--- config.mk ---
export PLATFORM = sky130hd
export DESIGN_NAME = dual_boxcar_wall_distance_top
export DESIGN_NICKNAME = d
export VERILOG_FILES = /design/src/rtl/core/dbwd_pkg.sv /design/src/rtl/core/dbwd_lane.sv /design/src/rtl/core/dbwd_merge.sv /design/src/rtl/core/dual_boxcar_wall_distance_top.sv
export SDC_FILE = /design/constraint.sdc
export NUM_CORES = 2
export LEC_CHECK = 0
export BUFFER_PORTS_ARGS = -buffer_cell sky130_fd_sc_hd__buf_2
export CAP_MARGIN = 15
export CORE_MARGIN = 10
export CORE_UTILIZATION = 48
export DETAILED_ROUTE_END_ITERATION = 10
export PLACE_DENSITY_LB_ADDON = 0.25
export SYNTH_ARGS = -nofsm -noshare
export SYNTH_HDL_FRONTEND = slang
export SYNTH_SLANG_ARGS = --single-unit
--- constraint.sdc ---
create_clock -name aclk -period 25.8 [get_ports aclk]
set_input_delay 2.58 -clock aclk [delete_from_list [all_inputs] [get_ports aclk]]
set_output_delay 2.58 -clock aclk [all_outputs]
set_load 0.05 [all_outputs]
--- src/rtl/core/dbwd_pkg.sv ---
`timescale 1ns / 1ps
// ----------------------------------------------------------------------------
// dbwd_pkg
// Shared constants, types and state codes of the dual boxcar wall distance
// block.
// ----------------------------------------------------------------------------
package dbwd_pkg;

    // Boxcar depth and derived widths
    localparam int WINDOW     = 8;
    localparam int SLOT_W     = (WINDOW > 1) ? $clog2(WINDOW) : 1;
    localparam int PRIME_W    = $clog2(WINDOW + 1);
    localparam int SAMPLE_W   = 16;
    localparam int SUM_W      = SAMPLE_W + $clog2(WINDOW);
    localparam int FRAC_W     = 8;
    localparam int AVG_W      = 24;
    localparam int DIFF_W     = AVG_W + 1;

    // Spacing register
    localparam int SPACING_W  = 12;
    localparam logic [SPACING_W-1:0] SPACING_RESET = 12'd16;

    // Wall distance arithmetic
    localparam int DIST_W     = SPACING_W + FRAC_W;          // D = d * 256
    localparam int MUL_W      = AVG_W;                       // shared multiplier operand
    localparam int PROD_W     = 2 * MUL_W;
    localparam int NUM_W      = AVG_W + DIST_W;              // front_average * D
    localparam int SQ_W       = 2 * AVG_W + 2;               // D*D + diff*diff, even width
    localparam int ROOT_W     = SQ_W / 2;
    localparam int REM_W      = ROOT_W + 2;
    localparam int DREM_W     = ROOT_W + 1;
    localparam int SQRT_STEPS = ROOT_W;                      // one root bit per cycle
    localparam int DIV_STEPS  = AVG_W / 2;                   // two quotient bits per cycle
    localparam int CNT_W      = $clog2(SQRT_STEPS);

    // Merge sequencer states
    typedef enum logic [2:0] {
        M_IDLE,
        M_LOAD,
        M_MUL_DD,
        M_MUL_AD,
        M_MUL_FD,
        M_SQRT,
        M_DIV,
        M_DONE
    } merge_state_t;

    // Lane results and settings handed to the merge stage
    typedef struct packed {
        logic [AVG_W-1:0]     front_average;
        logic [AVG_W-1:0]     back_average;
        logic [SPACING_W-1:0] spacing;
        logic                 primed;
    } merge_in_t;

    // One finished result word
    typedef struct packed {
        logic [AVG_W-1:0]  front_average;
        logic [AVG_W-1:0]  back_average;
        logic [DIFF_W-1:0] average_difference;
        logic [AVG_W-1:0]  wall_distance;
        logic              windows_primed;
    } result_t;

endpackage

--- src/rtl/core/dbwd_lane.sv ---
`timescale 1ns / 1ps
// ----------------------------------------------------------------------------
// dbwd_lane
// One boxcar lane: ring of the last WINDOW samples, running sum, oldest-slot
// pointer and the Q16.8 mean of the window.
// ----------------------------------------------------------------------------
module dbwd_lane (
    input  logic                           aclk,
    input  logic                           aresetn,
    input  logic                           take,
    input  logic [dbwd_pkg::SAMPLE_W-1:0]  sample,
    output logic [dbwd_pkg::AVG_W-1:0]     average
);

    logic [dbwd_pkg::SAMPLE_W-1:0]       ring_reg [dbwd_pkg::WINDOW];
    logic [dbwd_pkg::SLOT_W-1:0]         slot_reg;
    logic [dbwd_pkg::SLOT_W-1:0]         slot_next;
    logic [dbwd_pkg::SUM_W-1:0]          sum_reg;
    logic [dbwd_pkg::SUM_W-1:0]          sum_next;
    logic [dbwd_pkg::SUM_W+dbwd_pkg::FRAC_W-1:0] scaled;

    // Drop the oldest sample, add the new one, advance the slot
    always_comb begin
        sum_next  = sum_reg - dbwd_pkg::SUM_W'(ring_reg[slot_reg])
                            + dbwd_pkg::SUM_W'(sample);
        slot_next = (slot_reg == dbwd_pkg::SLOT_W'(dbwd_pkg::WINDOW - 1))
                  ? '0 : slot_reg + 1'b1;
    end

    always_ff @(posedge aclk) begin
        if (!aresetn) begin
            for (int i = 0; i < dbwd_pkg::WINDOW; i++) begin
                ring_reg[i] <= '0;
            end
            sum_reg  <= '0;
            slot_reg <= '0;
        end else if (take) begin
            ring_reg[slot_reg] <= sample;
            sum_reg            <= sum_next;
            slot_reg           <= slot_next;
        end
    end

    // Mean in Q16.8, truncated; the window depth is a power of two
    assign scaled  = {sum_reg, {dbwd_pkg::FRAC_W{1'b0}}};
    assign average = dbwd_pkg::AVG_W'(scaled / dbwd_pkg::WINDOW);

endmodule

--- src/rtl/core/dbwd_merge.sv ---
`timescale 1ns / 1ps
// ----------------------------------------------------------------------------
// dbwd_merge
// Merging stage: difference of the two lane means and the wall distance
// front*D/isqrt(D*D + diff*diff), using one shared multiplier, a bit-serial
// square root and a radix-4 restoring divider.
// ----------------------------------------------------------------------------
module dbwd_merge (
    input  logic                 aclk,
    input  logic                 aresetn,
    input  logic                 start,
    input  dbwd_pkg::merge_in_t  merge_in,
    input  logic                 out_take,
    output logic                 idle,
    output logic                 done,
    output dbwd_pkg::result_t    result
);

    dbwd_pkg::merge_state_t state_reg, state_next;

    logic [dbwd_pkg::AVG_W-1:0]   fa_reg, ba_reg;
    logic [dbwd_pkg::DIST_W-1:0]  d_reg;
    logic                         zero_reg;
    logic                         primed_reg;
    logic [dbwd_pkg::PROD_W-1:0]  p_reg;
    logic [dbwd_pkg::SQ_W-1:0]    s_reg;
    logic [dbwd_pkg::REM_W-1:0]   rem_reg;
    logic [dbwd_pkg::ROOT_W-1:0]  root_reg;
    logic [dbwd_pkg::DREM_W-1:0]  drem_reg;
    logic [dbwd_pkg::AVG_W-1:0]   dnum_reg;
    logic [dbwd_pkg::AVG_W-1:0]   quot_reg;
    logic [dbwd_pkg::CNT_W-1:0]   cnt_reg;

    logic [dbwd_pkg::DIFF_W-1:0]  diff;
    logic [dbwd_pkg::DIFF_W-1:0]  diff_neg;
    logic [dbwd_pkg::AVG_W-1:0]   abs_diff;
    logic [dbwd_pkg::MUL_W-1:0]   mul_a, mul_b;
    logic [dbwd_pkg::PROD_W-1:0]  mul_p;
    logic [dbwd_pkg::REM_W-1:0]   sq_rem, sq_trial;
    logic                         sq_fit;
    logic [dbwd_pkg::DREM_W-1:0]  div_r, div_t1, div_t1s, div_t2, div_t2s;
    logic                         div_q1, div_q2;

    // Signed difference of the means and its magnitude
    always_comb begin
        diff     = {1'b0, fa_reg} - {1'b0, ba_reg};
        diff_neg = '0 - diff;
        abs_diff = diff[dbwd_pkg::DIFF_W-1] ? diff_neg[dbwd_pkg::AVG_W-1:0]
                                            : diff[dbwd_pkg::AVG_W-1:0];
    end

    // Shared multiplier, operands picked by sequencer state
    always_comb begin
        case (state_reg)
            dbwd_pkg::M_MUL_DD: begin
                mul_a = dbwd_pkg::MUL_W'(d_reg);
                mul_b = dbwd_pkg::MUL_W'(d_reg);
            end
            dbwd_pkg::M_MUL_AD: begin
                mul_a = abs_diff;
                mul_b = abs_diff;
            end
            dbwd_pkg::M_MUL_FD: begin
                mul_a = fa_reg;
                mul_b = dbwd_pkg::MUL_W'(d_reg);
            end
            default: begin
                mul_a = '0;
                mul_b = '0;
            end
        endcase
        mul_p = mul_a * mul_b;
    end

    // Square root step: bring down two bits, try root*4+1
    always_comb begin
        sq_rem   = {rem_reg[dbwd_pkg::REM_W-3:0], s_reg[dbwd_pkg::SQ_W-1 -: 2]};
        sq_trial = {root_reg, 2'b01};
        sq_fit   = (sq_rem >= sq_trial);
    end

    // Divider step: two restoring iterations against the root
    always_comb begin
        div_r   = dbwd_pkg::DREM_W'(root_reg);
        div_t1  = {drem_reg[dbwd_pkg::DREM_W-2:0], dnum_reg[dbwd_pkg::AVG_W-1]};
        div_q1  = (div_t1 >= div_r);
        div_t1s = div_q1 ? div_t1 - div_r : div_t1;
        div_t2  = {div_t1s[dbwd_pkg::DREM_W-2:0], dnum_reg[dbwd_pkg::AVG_W-2]};
        div_q2  = (div_t2 >= div_r);
        div_t2s = div_q2 ? div_t2 - div_r : div_t2;
    end

    // Sequencer state register
    always_ff @(posedge aclk) begin
        if (!aresetn) begin
            state_reg <= dbwd_pkg::M_IDLE;
        end else begin
            state_reg <= state_next;
        end
    end

    // Next state
    always_comb begin
        state_next = state_reg;
        case (state_reg)
            dbwd_pkg::M_IDLE:   if (start) state_next = dbwd_pkg::M_LOAD;
            dbwd_pkg::M_LOAD:   state_next = dbwd_pkg::M_MUL_DD;
            dbwd_pkg::M_MUL_DD: state_next = dbwd_pkg::M_MUL_AD;
            dbwd_pkg::M_MUL_AD: state_next = dbwd_pkg::M_MUL_FD;
            dbwd_pkg::M_MUL_FD: state_next = dbwd_pkg::M_SQRT;
            dbwd_pkg::M_SQRT:   if (cnt_reg == '0) state_next = dbwd_pkg::M_DIV;
            dbwd_pkg::M_DIV:    if (cnt_reg == '0) state_next = dbwd_pkg::M_DONE;
            dbwd_pkg::M_DONE:   if (out_take) state_next = dbwd_pkg::M_IDLE;
            default:            state_next = dbwd_pkg::M_IDLE;
        endcase
    end

    // Datapath registers
    always_ff @(posedge aclk) begin
        case (state_reg)
            dbwd_pkg::M_LOAD: begin
                fa_reg     <= merge_in.front_average;
                ba_reg     <= merge_in.back_average;
                d_reg      <= {merge_in.spacing, {dbwd_pkg::FRAC_W{1'b0}}};
                zero_reg   <= (merge_in.spacing == '0);
                primed_reg <= merge_in.primed;
            end
            dbwd_pkg::M_MUL_DD: begin
                p_reg <= mul_p;
            end
            dbwd_pkg::M_MUL_AD: begin
                s_reg <= dbwd_pkg::SQ_W'(p_reg);
                p_reg <= mul_p;
            end
            dbwd_pkg::M_MUL_FD: begin
                s_reg    <= s_reg + dbwd_pkg::SQ_W'(p_reg);
                p_reg    <= mul_p;
                rem_reg  <= '0;
                root_reg <= '0;
                cnt_reg  <= dbwd_pkg::CNT_W'(dbwd_pkg::SQRT_STEPS - 1);
            end
            dbwd_pkg::M_SQRT: begin
                s_reg   <= {s_reg[dbwd_pkg::SQ_W-3:0], 2'b00};
                rem_reg <= sq_fit ? sq_rem - sq_trial : sq_rem;
                root_reg <= {root_reg[dbwd_pkg::ROOT_W-2:0], sq_fit};
                if (cnt_reg == '0) begin
                    // numerator top part is below D, hence below the root
                    drem_reg <= dbwd_pkg::DREM_W'(p_reg[dbwd_pkg::NUM_W-1:dbwd_pkg::AVG_W]);
                    dnum_reg <= p_reg[dbwd_pkg::AVG_W-1:0];
                    quot_reg <= '0;
                    cnt_reg  <= dbwd_pkg::CNT_W'(dbwd_pkg::DIV_STEPS - 1);
                end else begin
                    cnt_reg <= cnt_reg - 1'b1;
                end
            end
            dbwd_pkg::M_DIV: begin
                drem_reg <= div_t2s;
                dnum_reg <= {dnum_reg[dbwd_pkg::AVG_W-3:0], 2'b00};
                quot_reg <= {quot_reg[dbwd_pkg::AVG_W-3:0], div_q1, div_q2};
                cnt_reg  <= cnt_reg - 1'b1;
            end
            default: begin
            end
        endcase
    end

    assign idle = (state_reg == dbwd_pkg::M_IDLE);
    assign done = (state_reg == dbwd_pkg::M_DONE);

    // Result word; zero spacing forces a zero distance
    always_comb begin
        result.front_average      = fa_reg;
        result.back_average       = ba_reg;
        result.average_difference = diff;
        result.wall_distance      = zero_reg ? '0 : quot_reg;
        result.windows_primed     = primed_reg;
    end

endmodule

--- src/rtl/core/dual_boxcar_wall_distance_top.sv ---
`timescale 1ns / 1ps
// ----------------------------------------------------------------------------
// dual_boxcar_wall_distance_top
// Paired front/back range smoothing with wall distance estimate.
// ----------------------------------------------------------------------------
// Each input word carries a front and a back range sample. Two boxcar lanes
// of WINDOW entries keep a running sum each; the first WINDOW words after
// reset prime both lanes unconditionally, later a zero sample is dropped on
// its own side. Every input word gives one output word with both Q16.8
// means, their signed difference and the wall distance
// front_average*D/isqrt(D*D + diff*diff), D = sensor_spacing*256, all
// truncated; spacing zero gives distance zero. One word is in work at a
// time and the next is accepted only when the merging stage is idle again:
// it runs three passes of its shared multiplier, a bit-serial square root
// and a two-bit-per-cycle division. A finished word waits in the output
// register while the next word is taken.
// The spacing register is written on the cfg channel, always ready.
// ----------------------------------------------------------------------------
module dual_boxcar_wall_distance_top (
    input  logic                              aclk,
    input  logic                              aresetn,
    // input words
    input  logic                              s_tvalid,
    output logic                              s_tready,
    input  logic [31:0]                       s_tdata,   // front_reading[15:0], back_reading[31:16]
    // result words
    output logic                              m_tvalid,
    input  logic                              m_tready,
    output logic [103:0]                      m_tdata,   // front_average[23:0], back_average[47:24],
                                                         // average_difference[72:48],
                                                         // wall_distance[96:73], zero[103:97]
    output logic [0:0]                        m_tuser,   // windows_primed[0]
    // spacing register
    input  logic                              cfg_valid,
    output logic                              cfg_ready,
    input  logic [dbwd_pkg::SPACING_W-1:0]    cfg_data
);

    logic                              in_accept;
    logic [dbwd_pkg::SAMPLE_W-1:0]     front_reading, back_reading;
    logic                              priming;
    logic                              take_front, take_back;
    logic [dbwd_pkg::PRIME_W-1:0]      prime_count_reg;
    logic [dbwd_pkg::SPACING_W-1:0]    spacing_reg;
    logic [dbwd_pkg::AVG_W-1:0]        front_average, back_average;
    dbwd_pkg::merge_in_t               merge_in;
    dbwd_pkg::result_t                 result;
    dbwd_pkg::result_t                 out_reg;
    logic                              out_valid_reg;
    logic                              merge_idle, merge_done, out_take;

    // Input word unpack and lane gating
    assign front_reading = s_tdata[15:0];
    assign back_reading  = s_tdata[31:16];
    assign s_tready      = merge_idle;
    assign in_accept     = s_tvalid && s_tready;
    assign priming       = (prime_count_reg < dbwd_pkg::PRIME_W'(dbwd_pkg::WINDOW));
    assign take_front    = in_accept && (priming || (front_reading != '0));
    assign take_back     = in_accept && (priming || (back_reading != '0));

    // Priming counter, saturates at WINDOW
    always_ff @(posedge aclk) begin
        if (!aresetn) begin
            prime_count_reg <= '0;
        end else if (in_accept && priming) begin
            prime_count_reg <= prime_count_reg + 1'b1;
        end
    end

    // Spacing register
    assign cfg_ready = 1'b1;
    always_ff @(posedge aclk) begin
        if (!aresetn) begin
            spacing_reg <= dbwd_pkg::SPACING_RESET;
        end else if (cfg_valid && cfg_ready) begin
            spacing_reg <= cfg_data;
        end
    end

    // Front and back lanes
    dbwd_lane u_front_lane (
        .aclk    (aclk),
        .aresetn (aresetn),
        .take    (take_front),
        .sample  (front_reading),
        .average (front_average)
    );

    dbwd_lane u_back_lane (
        .aclk    (aclk),
        .aresetn (aresetn),
        .take    (take_back),
        .sample  (back_reading),
        .average (back_average)
    );

    // Merging stage, loads lane means the cycle after acceptance
    always_comb begin
        merge_in.front_average = front_average;
        merge_in.back_average  = back_average;
        merge_in.spacing       = spacing_reg;
        merge_in.primed        = !priming;
    end

    assign out_take = merge_done && (!out_valid_reg || m_tready);

    dbwd_merge u_merge (
        .aclk     (aclk),
        .aresetn  (aresetn),
        .start    (in_accept),
        .merge_in (merge_in),
        .out_take (out_take),
        .idle     (merge_idle),
        .done     (merge_done),
        .result   (result)
    );

    // Output register
    always_ff @(posedge aclk) begin
        if (!aresetn) begin
            out_valid_reg <= 1'b0;
        end else if (out_take) begin
            out_valid_reg <= 1'b1;
        end else if (m_tready) begin
            out_valid_reg <= 1'b0;
        end
    end

    always_ff @(posedge aclk) begin
        if (out_take) begin
            out_reg <= result;
        end
    end

    assign m_tvalid = out_valid_reg;
    assign m_tdata  = {7'd0, out_reg.wall_distance, out_reg.average_difference,
                       out_reg.back_average, out_reg.front_average};
    assign m_tuser  = out_reg.windows_primed;

    // Checks
    a_wall_not_above_front: assert property (@(posedge aclk) disable iff (!aresetn)
        m_tvalid |-> (out_reg.wall_distance <= out_reg.front_average))
        else $error("wall distance above front mean");

    a_diff_consistent: assert property (@(posedge aclk) disable iff (!aresetn)
        m_tvalid |-> (out_reg.average_difference
                      == ({1'b0, out_reg.front_average} - {1'b0, out_reg.back_average})))
        else $error("mean difference inconsistent");

    a_one_in_work: assert property (@(posedge aclk) disable iff (!aresetn)
        in_accept |=> !s_tready)
        else $error("second word accepted while one is in work");

    a_prime_saturates: assert property (@(posedge aclk) disable iff (!aresetn)
        prime_count_reg <= dbwd_pkg::PRIME_W'(dbwd_pkg::WINDOW))
        else $error("priming count beyond window depth");

endmodule

==> results.py <==
metrics = {
    "timing": {
        "tns_ps": 0,
        "min_period_ps": 11420,
        "timing.fmax_mhz": 87.5,
        "finalCritPeriodShare_pct": 44.3,
        "report.final.slew_viol_count": 0,
        "worstMarginPinSlew_ps": 1160,
        "holdWs_ps": 421,
        "setup_viol": 0,
        "max_slew_margin_pct": 22.7,
        "skew_ps": 31.5,
        "rsz0062_at_grt": "no",
        "hold_viol": 0,
    },
    "floorplanning": {
        "initial_core_util_pct": 48.3,
        "floorplan.die.height_um": 339,
        "die_x_um": 339,
        "dieArea_sq_um": 115000,
        "rows": 117,
        "ios": 157,
        "core_area_sq_um": 101000,
    },
    "clock_tree": {
        "clock_latency_ps": 660,
        "cts.path.max_buffers": 3,
        "post_cts_buffers": 0,
        "clock_sinks": 667,
        "cts_buffers": 75,
        "cts_root_buf": "clkbuf_16",
        "cts_tree": "yes",
        "cts_hold_buf": 0,
        "cts-resized-gates": 0,
        "htree_levels": 3,
        "clkTransAtPathRegs_ps": 60,
    },
    "global_routing": {
        "grt_max_degree": 73,
        "grt_pass1_wl_mm": 207,
        "grt_pass1_vias": 35300,
        "antenna_found_initial": 7,
        "grt_overflow": 0,
        "grt_usage_pct": 22.8,
    },
    "route": {
        "wl_mm": 133,
        "drcViolationCount": 0,
        "ant_nets": 0,
        "vias": 35400,
        "wl_met2_mm": 62.0,
        "wl_met1_mm": 56.6,
        "wl_met3_mm": 10.2,
        "dr.max_layer_used": "met5",
        "routedWlPerCell_um": 21.5,
        "drt-vias-per-instance": 5.71,
        "dr.pass1.iters": 8,
        "drt-initial-drc-count": 2909,
    },
    "setup_path": {
        "cp.required_ps": 26170,
        "critPathCaptureType": "flop",
        "crit_fanout": 14,
        "startpoint_type": "flop",
        "critPathArrivalTime_ps": 11800,
        "criticalPathCategory": "reg -> reg",
        "cp_slowest_stage_delay_ps": 710,
        "crit_buf_inv": 7,
        "cp_top_family": "adder cells",
        "crit_slowest_cell": "nand2_1",
    },
    "hold_path": {
        "hold_class": "reg -> reg",
    },
    "placement": {
        "dp_hpwl_mm": 98.1,
        "portBuffers": 133,
        "dp_cells": 6067,
        "routabilityCongestion": 0.981,
    },
    "synthesis": {
        "yosys.cell_types.count": 84,
        "synth-async-reset-ratio_pct": 0,
        "syn_area_sq_um": 49000,
        "yosysSeqAreaShare_pct": 39.5,
        "syn_inst": 4718,
        "ys_seq_elements": 667,
        "ys.flop_type": "edfxtp_1",
        "synth_warnings": 0,
        "synth-edff-count": 597,
        "syn_area_per_cell_sq_um": 10.4,
    },
    "power_and_ir_drop": {
        "p_per_area_nw_per_um2": 62.6,
        "ir_drop_uv": 61.9,
        "p_leak_nw": 22.5,
    },
    "run_status": {
        "status": "completed",
    },
    "final_layout": {
        "syn2layout_area_growth_pct": 9.11,
        "layout_common_cells": "597 x edfxtp_1, 590 x inv_1, 442 x nand2_1",
        "instances_no_fill": 6206,
        "layout.nets": 5485,
        "drive_gt1_share_pct": 9.92,
        "mostFrequentLayoutCell": "edfxtp_1",
    },
    "job": {
        "cap_violations": 0,
    },
}
[power breakdown]
group | total (mW) | internal (mW) | switching (mW)
combinational | 0.972 | 0.377 | 0.595
sequential | 1.33 | 1.26 | 0.0626
clock | 1.04 | 0.594 | 0.451
[through the flow]
step	power (mW)	instance area [sq um]	util, %	setup slack [ps]
2_1_floorplan	2.06	49000	-	16260
3_3_place_gp	2.30	51000	50.3	14740
3_5_place_dp	2.31	51000	50.3	14480
4_1_cts	3.36	53400	52.6	14420
5_1_grt	3.52	53400	52.7	13460
6_report	3.34	53400	52.7	14380
[cell families (layout without fill, tap and decap cells)]
group | count (synthesis) | count (layout) | synth area share (%)
other | 2 | 24 | 0.0153
XOR/XNOR | 184 | 184 | 3.31
buffers and inverters | 838 | 936 | 6.72
flip-flops | 667 | 667 | 39.5
AO/OA/AOI/OAI | 747 | 747 | 9.74
adder cells (fa/ha/maj) | 658 | 658 | 21.8
AND/OR/NAND/NOR | 1467 | 1467 | 14.0
multiplexers | 155 | 155 | 4.90
[worst reg2reg max path: cells and delay by family, from the launching register on]
family | cells | cell delay, ps
adders and majority gates | 10 | 4270
AOI/OAI and AO/OA | 11 | 2780
and+or+nand+nor | 6 | 2540
xor gates and xnor gates | 3 | 770
buffers and inverters | 7 | 420
DFF | 1 | 410
[Yosys cell counts (all sizes together) (25+ instances only)]
| cell | number | share of area (%) |
|---|---|---|
| edfxtp | 597 | 37 |
| inv | 597 | 4.6 |
| nand2 | 446 | 3.4 |
| nor2 | 414 | 3.2 |
| ha | 334 | 8.5 |
| fa | 324 | 13 |
| a21oi | 261 | 2.7 |
| o21ai | 157 | 1.6 |
| clkbuf | 155 | 1.2 |
| nor4 | 152 | 2.0 |
| xnor2 | 122 | 2.2 |
| and2 | 115 | 1.5 |
| nor3 | 110 | 1.2 |
| buf | 81 | 0.91 |
| a21o | 80 | 1.2 |
| dfxtp | 70 | 2.9 |
| mux4 | 64 | 2.9 |
| xor2 | 62 | 1.1 |
| nor2b | 56 | 0.72 |
| mux2i | 52 | 1.1 |
| nand3 | 51 | 0.52 |
| mux2 | 39 | 0.90 |
| nand2b | 36 | 0.46 |
| o21a | 34 | 0.52 |
| a31oi | 26 | 0.36 |
| o31ai | 25 | 0.38 |
[layout make-up]
cell class | instances | area, sq um
inverter | 602 | 2260
clock inverter | 27 | 223
clock buffer | 109 | 2130
antenna | 1 | 2.50
sequential | 667 | 19300
fill | 9020 | 48000
multi-input combinational | 3234 | 26600
timing repair buffer | 198 | 1180
tap | 1368 | 1710
[path summary, 6_finish.rpt]
kind              slack, ps  cells after the start                from                end
hold / removal          420                      0  u_merge.primed_reg            m_tuser
setup reg to reg      14380                     37   u_merge.fa_reg[5]  u_merge.p_reg[47]
setup / recovery      14380                     37   u_merge.fa_reg[5]  u_merge.p_reg[47]
hold reg to reg         420                      0  u_merge.primed_reg            m_tuser
[routing by layer]
layer / up-vias / global-route usage, %
met5: - / 0
met4: 4 / 8.08
met3: 256 / 4.55
met2: 1317 / 36.7
met1: 17400 / 30.4
li1: 16400 / -
Note: power is estimated with default switching activity, not from simulation.
